## src/design/nbtp_pkg.sv

```systemverilog
package nbtp_pkg;

  // Table and stack sizes
  localparam int unsigned POINT_SLOTS = 256;
  localparam int unsigned STACK_DEPTH = 64;

  localparam int unsigned TAB_AW = $clog2(POINT_SLOTS);
  localparam int unsigned STK_AW = (STACK_DEPTH > 1) ? $clog2(STACK_DEPTH) : 1;
  localparam int unsigned LVL_W  = $clog2(STACK_DEPTH + 1);

  // Field widths
  localparam int unsigned ID_W     = 8;
  localparam int unsigned TS_W     = 64;
  localparam int unsigned REC_W    = 7;
  localparam int unsigned NEST_W   = 7;

  typedef enum logic [1:0] {
    MODE_ENTER = 2'd0,
    MODE_EXIT  = 2'd1,
    MODE_READ  = 2'd2
  } mode_e;

  typedef enum logic [1:0] {
    ST_OK     = 2'd0,
    ST_FULL   = 2'd1,
    ST_EMPTY  = 2'd2,
    ST_BAD_ID = 2'd3
  } status_e;

  typedef struct packed {
    logic [1:0]      mode;
    logic [ID_W-1:0] point_id;
    logic [TS_W-1:0] timestamp;
  } prof_in_t;

  typedef struct packed {
    logic [1:0]        status;
    logic [ID_W-1:0]   result_id;
    logic [TS_W-1:0]   inclusive_time;
    logic [TS_W-1:0]   exclusive_time;
    logic [TS_W-1:0]   hit_count;
    logic [NEST_W-1:0] nesting_level;
  } prof_out_t;

  // One row of the per-block totals table
  typedef struct packed {
    logic [TS_W-1:0]  incl;
    logic [TS_W-1:0]  excl;
    logic [TS_W-1:0]  hits;
    logic [REC_W-1:0] rec;
  } tab_entry_t;

  // One frame of the call stack
  typedef struct packed {
    logic [ID_W-1:0] id;
    logic [ID_W-1:0] parent;
    logic [TS_W-1:0] start;
  } frame_t;

  // Controller to datapath commands
  typedef struct packed {
    logic    clear;
    logic    accept;
    logic    push;
    logic    emit_zero;
    logic    enter_wr;
    logic    emit_tot;
    logic    pop;
    logic    par_wr;
    logic    slot_wr;
    status_e code;
  } dp_cmd_t;

  // Datapath to controller status
  typedef struct packed {
    logic clr_last;
    logic stk_full;
    logic stk_empty;
    logic id_bad;
    logic id_root;
  } dp_stat_t;

  function automatic logic [TAB_AW-1:0] id_to_addr(input logic [ID_W-1:0] id);
    logic [31:0] wide;
    wide = 32'(id);
    return wide[TAB_AW-1:0];
  endfunction

  function automatic logic id_out_of_range(input logic [ID_W-1:0] id);
    logic [31:0] wide;
    wide = 32'(id);
    return wide >= POINT_SLOTS;
  endfunction

  function automatic logic [NEST_W-1:0] level_out(input logic [LVL_W-1:0] lvl);
    logic [31:0] wide;
    wide = 32'(lvl);
    return wide[NEST_W-1:0];
  endfunction

endpackage

```

## src/design/nbtp_ctrl.sv

```systemverilog
module nbtp_ctrl (
  input  logic               clk_i,
  input  logic               rst_ni,
  input  logic               start_i,
  input  logic [1:0]         mode_i,
  input  nbtp_pkg::dp_stat_t stat_i,
  output nbtp_pkg::dp_cmd_t  cmd_o,
  output logic               busy_o
);
  import nbtp_pkg::*;

  typedef enum logic [6:0] {
    S_CLEAR  = 7'b0000001,
    S_IDLE   = 7'b0000010,
    S_ENTER  = 7'b0000100,
    S_READ   = 7'b0001000,
    S_POP    = 7'b0010000,
    S_PARENT = 7'b0100000,
    S_SLOT   = 7'b1000000
  } ctrl_state_e;

  ctrl_state_e state_q, state_d;
  dp_cmd_t     cmd;

  // Next state and commands
  always_comb begin
    state_d  = state_q;
    cmd      = '0;
    cmd.code = ST_OK;
    unique case (state_q)
      S_CLEAR: begin
        cmd.clear = 1'b1;
        if (stat_i.clr_last) begin
          state_d = S_IDLE;
        end
      end
      S_IDLE: begin
        if (start_i) begin
          cmd.accept = 1'b1;
          if (mode_i == MODE_ENTER) begin
            if (stat_i.id_bad || stat_i.id_root) begin
              cmd.emit_zero = 1'b1;
              cmd.code      = ST_BAD_ID;
            end else if (stat_i.stk_full) begin
              cmd.code = ST_FULL;
              state_d  = S_READ;
            end else begin
              cmd.push = 1'b1;
              state_d  = S_ENTER;
            end
          end else if (mode_i == MODE_EXIT) begin
            if (stat_i.stk_empty) begin
              cmd.emit_zero = 1'b1;
              cmd.code      = ST_EMPTY;
            end else begin
              state_d = S_POP;
            end
          end else begin
            // read, and the spare mode code acts as read
            if (stat_i.id_bad) begin
              cmd.emit_zero = 1'b1;
              cmd.code      = ST_BAD_ID;
            end else begin
              state_d = S_READ;
            end
          end
        end
      end
      S_ENTER: begin
        cmd.enter_wr = 1'b1;
        state_d      = S_IDLE;
      end
      S_READ: begin
        cmd.emit_tot = 1'b1;
        state_d      = S_IDLE;
      end
      S_POP: begin
        cmd.pop = 1'b1;
        state_d = S_PARENT;
      end
      S_PARENT: begin
        cmd.par_wr = 1'b1;
        state_d    = S_SLOT;
      end
      S_SLOT: begin
        cmd.slot_wr = 1'b1;
        state_d     = S_IDLE;
      end
      default: begin
        state_d = S_IDLE;
      end
    endcase
  end

  // Hold state
  always_ff @(posedge clk_i or negedge rst_ni) begin
    if (!rst_ni) begin
      state_q <= S_CLEAR;
    end else begin
      state_q <= state_d;
    end
  end

  assign cmd_o  = cmd;
  assign busy_o = (state_q != S_IDLE);

`ifndef SYNTH
  a_exit_seq: assert property (@(posedge clk_i) disable iff (!rst_ni)
    (state_q == S_POP) |=> (state_q == S_PARENT))
    else $error("exit sequence broken after pop");

  a_clear_holds: assert property (@(posedge clk_i) disable iff (!rst_ni)
    (state_q == S_CLEAR && !stat_i.clr_last) |=> (state_q == S_CLEAR))
    else $error("clearing pass left early");
`endif

endmodule

```

## config.mk

```make
export PLATFORM = sky130hd
export DESIGN_NAME = nbtp_ctrl
export DESIGN_NICKNAME = d
export VERILOG_FILES = /design/src/design/nbtp_pkg.sv /design/src/design/nbtp_ctrl.sv
export SDC_FILE = /design/constraint.sdc
export NUM_CORES = 1
export LEC_CHECK = 0
export ABC_CLOCK_PERIOD_IN_PS = 3600
export BUFFER_PORTS_ARGS = -buffer_cell sky130_fd_sc_hd__buf_4
export CAP_MARGIN = 30
export CORE_ASPECT_RATIO = 1.25
export CORE_UTILIZATION = 30
export CTS_CLUSTER_DIAMETER = 60
export DETAILED_ROUTE_END_ITERATION = 10
export PLACE_DENSITY = 0.58
export SYNTH_ARGS = -nofsm -noshare
export SYNTH_HDL_FRONTEND = slang
export SYNTH_SLANG_ARGS = --single-unit
```

## constraint.sdc

```tcl
create_clock -name clk_i -period 3.6 [get_ports clk_i]
set_input_delay 0.36 -clock clk_i [delete_from_list [all_inputs] [get_ports clk_i]]
set_output_delay 0.36 -clock clk_i [all_outputs]
set_load 0.005 [all_outputs]
```

# --- Word level (Yosys, flattened, before mapping) ---
# Index checks and enable logic that the tools add are counted.
classes:
  n_reduce_logical: 3
  div: 0
  n_bitwise: 0
  shifts: 0
  muxes: 33
  n_eq_ne: 14
  mul: 0
  add_sub_neg: 0
  n_lt_le_gt_ge: 0
ops:
  columns: ["op", "n"]
  rows:
  - ["$mux W7", 7]
  - ["$pmux W7 S4", 1]
  - ["$mux W1", 15]
  - ["$mux W2", 7]
  - ["$ne A4 B4 Y1 const B", 2]
  - ["$eq A7 B1 Y1 const B", 1]
  - ["$eq A7 B2 Y1 const B", 1]
  - ["$eq A7 B3 Y1 const B", 1]
  - ["$eq A7 B4 Y1 const B", 1]
  - ["$eq A7 B5 Y1 const B", 1]
  - ["$eq A7 B6 Y1 const B", 1]
  - ["$eq A7 B7 Y1 const B", 1]
  - ["$ne A7 B2 Y1 const B", 1]
  - ["$mux W3", 2]
  - ["$reduce_and A5 Y1", 1]
  - ["$mux W4", 1]
  - ["$ne A2 B2 Y1 const B", 2]
  - ["$ne A3 B3 Y1 const B", 1]
  - ["$eq A2 B1 Y1 const B", 1]
  - ["$logic_not A2 Y1", 1]
  - ["$logic_or A1 B1 Y1", 1]
totals:
  reg_bits: 7
  latch_bits: 0
  mem_bits_ro: 0
  ram_bits: 0
  in_bits: 10
  wordCells: 51
  memories: 0

# --- Logic depth before layout (Yosys ltp) ---
logic_depth:
  ltp_word: 5
  ltp_mapped: 5

# --- Least setup slack after synthesis ---
# Ideal clock, no wire load.
synth_timing:
  path_type: "register -> output"
  start: "reg state_q[6]"
  end: "out cmd_o[3] in the netlist's numbering"
  stages_incl_launch_ff: 4
  path_slack_ns: 1.894
  required_ns: 3.240
  path_buffers: 0
  arrival_time_ns: 1.346
  cell_sequence: "dfrtp_1 > or3_4 > or3_4 > nor3b_2"
synth_lines:
  columns: ["element", "line_no", "source"]
  rows:
  - ["start, declared", "nbtp_ctrl.sv:22", "ctrl_state_e state_q, state_d;"]
  - ["start signal, assigned", "nbtp_ctrl.sv:100", "state_q <= state_d;"]
  - ["end, declared", "nbtp_ctrl.sv:7", "output nbtp_pkg::dp_cmd_t cmd_o,"]

==> results.md <==
* # IOs at 22
* Ys Warns at 0
* Pin count of the biggest net entering global routing at 9
* Hold Path Class: in2reg
* Resized cells post-CTS at 0
* Cell Area, Synth at 487 sq um
* Max reg flops at 7
* Register with the highest flop count: state_q
* Initial antenna violation count at 0
* Cells after Synth at 51
* Die Ht at around 47 um
* Power Dens Cells at 290 mW/mm^2
* Sequential fraction of the synthesis area at ~36%
* Total die area at 0.00179 sq mm
* CP required at between 3 and 4 ns
* Critical Path Sink Type: output pin
* Max Freq at 471 MHz
* DR vias at 446
* Clock-pin slew on the worst setup and hold paths at 0.05 ns
* CTS sink count at 7
* Yosys reg bits at 7
* Worst VDD drop at 0.000107 V
* Clk_lat worst skew at 0.25 ns
* Distinct cells, synth at 26
* Skew final at around 0.0036 ns
* Slew HR at 79.9%
* Leakage at 0.316 nW
* Fin util at 47.2%
* Number of global-route vias before repair at 387
* CTS tree: done
* Final net count at 85
* Total Wirelength at 997 um
* Drt drc at 0
* Final period utilization at approximately three fifths
* Fillers at 154
* Final setup vio count at 0
* GR Overflow Total at 0
* Setup crit start kind: register
* Drt first pass iters at 4
* Clock period minus worst slack at between 2 and 2.5 ns
* Total negative slack at 0 ns
* Post-synth net total at 61
* Worst Tran Pin Value at 0.299 ns
* Critical Path AT at 1.76 ns
* Via density per instance at 4.90
* DR WL/cell at between 10 and 15 um
* GR Util All Layers at 13.2%
* Max-slew violations at 0
* Row Count at 15
* 1st-iter DRT viols at 15
* Mean post-synth cell area at 9.54 sq um
* WS Path Type: reg2out
* DRT antenna net count at 0
* Final Hold Vio Count at 0
* Clk buf depth at 2
* Starting density of the core at roughly a third
* RSZ-0062 raised after global routing: no
* Total CTS buffers at 3
* Core Box Area at 0.00145 sq mm
* Max_cap viols at 0
* Hold_ws at 0.229 ns
* Crit path max fanout at 5
* Status: complete, no violations
* Layout cells sized above 1 at between 40% and 50%
* H-Tree Depth at 1
* Die W at approximately 38 um
* Root buffer cell: clkbuf_4
* Port bufs at 21
* Largest regs: state_q: 7 flops
* N_diodes at 0
* GPL Wtd Cong at 0.712
* HPWL after DPL at 797 um
* Syn-to-layout area delta at 40.1%
* First-pass GRT wire length at 1570 um
layer usage:
metal	global-route usage (%)	routed length (um)	vias to the layer above
met5	0	0	-
met4	12.9	23	0
met3	1.42	45	2
met2	20.3	522	16
met1	15.7	406	200
li1	-	-	228
through the flow:
stage | area, sq um | cells | power (mW) | setup slack (ns)
after floorplan | 487 | 51 | 0.107 | 1.89
after global placement | 646 | 86 | 0.129 | 1.77
after detailed placement | 646 | 86 | 0.129 | 1.73
after CTS | 682 | 91 | 0.201 | 1.45
after global routing | 682 | 91 | 0.211 | 1.42
final | 682 | 91 | 0.198 | 1.48
worst max-delay path, cell delays in order, from the launching register on:
cell,delay (ns)
dfrtp_1,0.40
or3_4,0.41
or3_4,0.38
nor3b_2,0.20
buf_4,0.13
final cells by class:
class,instances,area [sq um],share of cell area (%)
inverters,3,11.3,1.65
repair buffers,22,168,24.6
well taps,17,21.3,3.12
multi-input cells,38,279,40.9
clock buffers,4,26.3,3.85
flip-flops and latches,7,176,25.9
logic make-up after synthesis:
| kind of cell | synth area share, % |
|---|---|
| DFF | 36.2 |
| buffers and inverters | 6.42 |
| and+or+nand+nor | 46.8 |
| AOI/OAI and AO/OA | 8.74 |
| xor gates and xnor gates | 1.80 |
path summary, 6_finish.rpt:
check	startpoint	to	depth (start not counted)	slack [ns]
setup / recovery	state_q[6]	cmd_o[3]	4	1.48
hold reg to reg	state_q[5]	state_q[5]	1	0.60
hold / removal	stat_i[4]	state_q[0]	2	0.23
max in group asynchronous	rst_ni	state_q[0]	2	2.94
setup reg to reg	state_q[6]	state_q[6]	3	2.13
min in group asynchronous	rst_ni	state_q[5]	2	0.46
Yosys cell counts:
cell,instances,share of area (%)
nor3b_2,4,10
a22oi_1,1,1.5
and3_1,2,2.6
nor4_2,1,2.6
and3b_2,2,4.1
or3_4,2,4.6
or4_1,1,1.5
o21bai_1,1,1.5
nor3b_1,1,1.5
nor4_1,2,2.6
inv_1,3,2.3
nor2b_1,3,3.9
nor2_1,5,3.9
nand4_1,1,1.3
or2_2,1,1.3
nand3_1,1,1.0
clkbuf_2,1,1.0
a21oi_1,1,1.0
xnor2_1,1,1.8
buf_4,2,3.1
dfrtp_1,6,31
nand2b_1,2,2.6
o21ba_2,1,2.1
dfstp_2,1,5.4
o22ai_1,2,2.6
nor3_1,3,3.1
power by group:
part	leakage, nW	internal (mW)	switching (mW)
logic	0.212	0.0253	0.0196
clock network	0.0150	0.0421	0.0267
registers	0.0892	0.0810	0.00297
total	0.316	0.148	0.0492
placed cells by master (no fill, tap or decap):
cell,instances
buf_4,21
dfrtp_1,6
nor2_1,5
nor3b_2,4
nor3_1,3
nor2b_1,3
inv_1,3
clkbuf_4,3
nand2b_1,2
and3_1,2
or3_4,2
o22ai_1,2
nor4_1,2
and3b_2,2
nand3_1,1
nand4_1,1
o21bai_1,1
or4_1,1
o21ba_2,1
or2_2,1
nor4_2,1
xnor2_1,1
a22oi_1,1
a21oi_1,1
nor3b_1,1
clkbuf_1,1
dlygate4sd3_1,1
dfstp_2,1
timing repair:
| action | in CTS | in global routing |
|---|---|---|
| endpoints found under the hold margin | 6 | 0 |
| hold buffers | 1 | 0 |
| buffers inserted | 0 | 0 |
Note: power is estimated with default switching activity, not from simulation.
